==> config.mk <==
export PLATFORM = sky130hd
export DESIGN_NAME = shce_ctrl
export DESIGN_NICKNAME = d
export VERILOG_FILES = /design/src/sv/shce_pkg.sv /design/src/sv/shce_ctrl.sv
export SDC_FILE = /design/constraint.sdc
export NUM_CORES = 1
export LEC_CHECK = 0
export BUFFER_PORTS_ARGS = -buffer_cell sky130_fd_sc_hd__buf_2
export CAP_MARGIN = 10
export CORE_AREA = 2 2 39 41
export CTS_CLUSTER_DIAMETER = 60
export DETAILED_ROUTE_END_ITERATION = 10
export DIE_AREA = 0 0 41 43
export SETUP_SLACK_MARGIN = 0.2
export SLEW_MARGIN = 15
export SYNTH_ARGS = -nofsm -noshare
export SYNTH_HDL_FRONTEND = slang
export SYNTH_SLANG_ARGS = --single-unit
==> constraint.sdc <==
create_clock -name clk -period 2 [get_ports clk]
set_input_delay 0.3 -clock clk [delete_from_list [all_inputs] [get_ports clk]]
set_output_delay 0.3 -clock clk [all_outputs]
set_load 0.01 [all_outputs]
==> src/sv/shce_pkg.sv <==
// shared types, constants and helpers for the spherical harmonics colour evaluator
// no dependencies; imported by every module of the block
`default_nettype none

package shce_pkg;

	localparam int UNIT_W  = 16;   // unit vector components, Q1.14
	localparam int BASIS_W = 16;   // basis values, Q1.14
	localparam int SUM_W   = 36;   // channel accumulators, Q9.26
	localparam int FRAC_W  = 14;
	localparam int OUT_W   = 16;   // rgb result, Q3.12
	localparam int SQ_W    = 15;   // magnitude width after prescaling
	localparam int SS_W    = 32;   // sum of squares
	localparam int RAD_W   = 60;   // sum of squares shifted left by 28
	localparam int ROOT_W  = 30;
	localparam int QUO_W   = 17;
	localparam int NUM_W   = 44;
	localparam int MUL_W   = 18;   // shared basis multiplier operands
	localparam int PRE_SH  = 28;

	localparam logic signed [MUL_W-1:0]   K_C1  = 18'sd8005;
	localparam logic signed [MUL_W-1:0]   K_C20 = 18'sd5167;
	localparam logic signed [MUL_W-1:0]   K_C21 = 18'sd8950;
	localparam logic signed [MUL_W-1:0]   K_C24 = 18'sd4475;
	localparam logic signed [BASIS_W-1:0] K_C0  = 16'sd4622;
	localparam logic [QUO_W-1:0]          UNIT_ONE = 17'd16384;

	localparam logic signed [22:0] OUT_MAX = 23'sd32767;
	localparam logic signed [22:0] OUT_MIN = -23'sd32768;

	localparam int N_BASIS = 9;
	localparam logic REG_DEGREE = 1'b0;
	localparam logic [1:0] DEGREE_RESET = 2'd2;

	typedef enum logic {OP_DIR = 1'b0, OP_COEF = 1'b1} op_t;

	typedef enum logic [1:0] {C_IDLE, C_NORM, C_BASIS, C_EMIT} ctrl_state_t;

	typedef enum logic [2:0] {
		N_IDLE, N_SHIFT, N_SQUARE, N_ROOT, N_DIV_LOAD, N_DIV
	} norm_state_t;

	typedef enum logic [3:0] {
		BS_XX, BS_YY, BS_ZZ, BS_XY, BS_YZ, BS_XZ,
		BS_B1, BS_B2, BS_B3, BS_B4, BS_B5, BS_B6, BS_B7, BS_B8
	} bstep_t;

	typedef struct packed {
		logic   load_dir;
		logic   acc;
		logic   emit;
		logic   bstep_en;
		bstep_t bstep;
	} cmd_t;

	typedef struct packed {
		logic norm_done;
		logic last_coef;
		logic out_free;
	} stat_t;

	// coefficient triples per point for a degree setting
	function automatic logic [3:0] coef_count(input logic [1:0] deg);
		logic [3:0] n;
		case (deg)
			2'd0:    n = 4'd1;
			2'd1:    n = 4'd4;
			default: n = 4'd9;
		endcase
		return n;
	endfunction

endpackage

`default_nettype wire

==> src/sv/shce_ctrl.sv <==
// controller state machine: input handshake and sequencing of normalization, basis and emit
// depends on shce_pkg
`default_nettype none

module shce_ctrl (
	input  wire logic                  clk,
	input  wire logic                  arst_n,
	input  wire logic                  in_valid,
	output logic                       in_ready,
	input  wire logic                  operation,
	input  wire shce_pkg::stat_t       stat,
	output shce_pkg::cmd_t             cmd
);
	import shce_pkg::*;

	ctrl_state_t state_q, state_d;
	bstep_t      step_q;
	logic        accept;

	assign in_ready = (state_q == C_IDLE);
	assign accept   = in_valid && in_ready;

	always_ff @(posedge clk or negedge arst_n) begin
		if (!arst_n) begin
			state_q <= C_IDLE;
			step_q  <= BS_XX;
		end else begin
			state_q <= state_d;
			if (state_q == C_BASIS && step_q != BS_B8) begin
				step_q <= bstep_t'(step_q + 4'd1);
			end else begin
				step_q <= BS_XX;
			end
		end
	end

	always_comb begin
		state_d = state_q;
		cmd     = '0;
		cmd.bstep = step_q;
		case (state_q)
			C_IDLE: begin
				if (accept) begin
					if (operation == OP_DIR) begin
						cmd.load_dir = 1'b1;
						state_d = C_NORM;
					end else begin
						cmd.acc = 1'b1;
						if (stat.last_coef) state_d = C_EMIT;
					end
				end
			end
			C_NORM: begin
				if (stat.norm_done) state_d = C_BASIS;
			end
			C_BASIS: begin
				cmd.bstep_en = 1'b1;
				if (step_q == BS_B8) state_d = C_IDLE;
			end
			C_EMIT: begin
				// wait for the output register to drain
				if (stat.out_free) begin
					cmd.emit = 1'b1;
					state_d = C_IDLE;
				end
			end
			default: state_d = C_IDLE;
		endcase
	end

endmodule

`default_nettype wire

==> metrics.yaml <==
cts_root_buf: "clkbuf_4"
setup_violations: 0
final_util_pct: 32.2
drt_iter0_markers: 3
period_share_pct: 72.0
drive_above_1_share_pct: 38.5
r2r_start: "step_q[0]$_DFF_PN0_"
setup_ws_ns: 0.560
vdd_drop_max_v: 0.000299
cp_max_fo: 7
synth_compound_area_share_pct: 8.66
synthAdderAreaFrac_pct: 7.87
n_antenna_cell: 0
grt_use_total_pct: 9.07
syn_to_final_growth_pct: 40.2
postCtsResizedCells: 0
gp_congestion: 0.632
finalNonFillerCells: 68
dieArea_sq_mm: 0.00176
final_nets: 63
via_count: 306
dp_hpwl_microns: 493
ios: 16
grt_max_degree: 9
cp-start-kind: "register"
avgViaCountPerCell: 4.50
ys_types: 17
reg2reg_depth: 4
postCtsSetupRepairBufs: 0
grt_antenna_before_repair: 0
nFillCells: 157
cp_num_buf_inv: 1
p_total_w: 0.000518
r2r_slack_ns: 0.87
synth_top_family_by_area: "simple AND/OR/NAND/NOR gates"
crit_slowest_cell: "dfrtp_1"
mappedNetlistArea_sq_um: 318
required_ns: 1.70
crit_path_end_kind: "primary output"
hold_class: "input port to register"
dr.pass1.iters: 3
max-clock-path-buffers: 2
ctsHoldBuffers: 1
crit_start: "state_q[1]$_DFFE_PN0P_"
grt_overflow_total: 0
max_stage_delay_ns: 0.43
grt_pass1_vias: 267
rsz0062_at_grt: "no"
worst_ep_arrival_time_ns: 1.14
timing.fmax_ghz: 0.694
critical_path_depth: 3
postRouteAntennaNets: 0
worstMarginPinSlew_ns: 0.233
muxShareOfSynthArea_pct: 0
clkSinkCount: 6
synth-seq-cells: 6
synth-xor-area-share_pct: 5.51
finalClockSkew_ns: 0.00145
syn_area_per_cell_sq_um: 9.63
synth_warnings: 0
htree_levels: 1
clkTransAtPathRegs_ns: 0.04
start_util_pct: 23.0
maxCapViolations: 0
min_period_ns: 1.44
syn-num-nets: 42
power.density_mw_per_mm2: 1160
clkLatencyLatePin_ns: 0.24
grt_first_pass_wirelength_mm: 1.01
synthCells: 33
wirelength_microns: 644
portBuffers: 15
cts_buffers: 3
wl_per_cell_microns: 9.47
crit_chain: "nor2_1 -> and3_1 -> buf_2"
cts_tree: "yes"
yosysSeqAreaShare_pct: 47.2
drc: 0
num_rows: 14
yosys.area_share.simple_pct: 28.3
core_sq_mm: 0.00138
finalHoldViolCount: 0
tns_ns: 0
dp.cells: 64
cpLargestDelayFamily: "flip-flops"
critical_path_class: "register to primary output"
place_ws_ns: 0.818
slew_headroom_pct: 84.4
whs_path_depth: 3
p_leak_nw: 0.238
status: "finished clean"
worstHoldStart: "stat[1]"
die_h_microns: 43
slew_violations: 0
fp.dieW_microns: 41
## worst reg2reg max path, delay by kind of cell, from the launching register on
| family | cells | cell delay (ns) |
|---|---|---|
| AOI/OAI and AO/OA | 1 | 0.22 |
| adders and majority gates | 1 | 0.21 |
| DFF | 1 | 0.41 |
| and+or+nand+nor | 2 | 0.20 |
## cell usage after synthesis
cell type,number,share of area (%)
a311oi_1,1,2.8
nand2b_1,2,3.9
a21oi_1,2,3.1
xnor2_1,1,2.8
dfrtp_1,6,47
nand4b_1,1,2.8
inv_1,2,2.4
ha_1,2,7.9
and3_2,1,2.4
a32oi_1,1,2.8
nand3_1,2,3.1
and2b_2,1,2.8
and3_1,1,2.0
nand2_1,2,2.4
nor2_1,6,7.1
xor2_1,1,2.8
nor2b_1,1,2.0
## state kept, by name, summed over array words and instances, names as in the netlist
register and flops:
step_q 4, state_q 2
## cell usage in the layout (no fill, tap or decap), drive strengths merged
master | synthesis | layout
nand3 | 2 | 2
a311oi | 1 | 1
nand2b | 2 | 2
nor2b | 1 | 1
and2b | 1 | 1
and3 | 2 | 2
buf | 0 | 15
dfrtp | 6 | 6
a21oi | 2 | 2
inv | 2 | 2
nor2 | 6 | 6
dlygate4sd3 | 0 | 1
xor2 | 1 | 1
ha | 2 | 2
nand2 | 2 | 2
a32oi | 1 | 1
nand4b | 1 | 1
clkbuf | 0 | 3
xnor2 | 1 | 1
## cells by family (layout without fill, tap and decap cells)
family	after synthesis	count (layout)
AO/OA/AOI/OAI	4	4
AND/OR/NAND/NOR	17	17
adder cells (fa/ha/maj)	2	2
buffers and inverters	2	21
XOR/XNOR	2	2
flip-flops	6	6
## through the flow
stage                     hold slack [ns]  cell area (sq um)
after CTS                           0.335                445
after floorplan                   0.00441                318
final                               0.340                445
after global routing                0.362                445
after global placement              0.127                413
after detailed placement            0.134                413
## where the power goes
part           internal (W)  switching (W)
combinational     0.0000949       0.000104
sequential         0.000157      0.0000502
clock             0.0000678      0.0000429
## metal layers
metal  part of all wire [%]  up-vias  global-route usage (%)
met5                      0        -                       0
met4                    2.6        0                    10.0
met3                     10        2                    3.14
met2                     40       15                    11.9
met1                     47      136                    10.1
li1                       -      153                       -
## cell type report
class                   instances  area [sq um]  area share [%]
repair buffers                 16          85.1            19.1
flip-flops and latches          6           150            33.7
multi-input cells              25           160            36.0
well taps                      16          20.0            4.49
inverters                       2          7.51            1.69
clock buffers                   3          22.5            5.06
## path summary, 6_finish.rpt
| check | endpoint |
|---|---|
| worst min-delay path | state_q[1]$_DFFE_PN0P_ |
| worst max register to register | state_q[1]$_DFFE_PN0P_ |
| worst min register to register | step_q[0]$_DFF_PN0_ |
| worst max-delay path | cmd[6] |
| max in group asynchronous | step_q[3]$_DFF_PN0_ |
| min in group asynchronous | step_q[2]$_DFF_PN0_ |
Note: power is estimated with default switching activity, not from simulation.
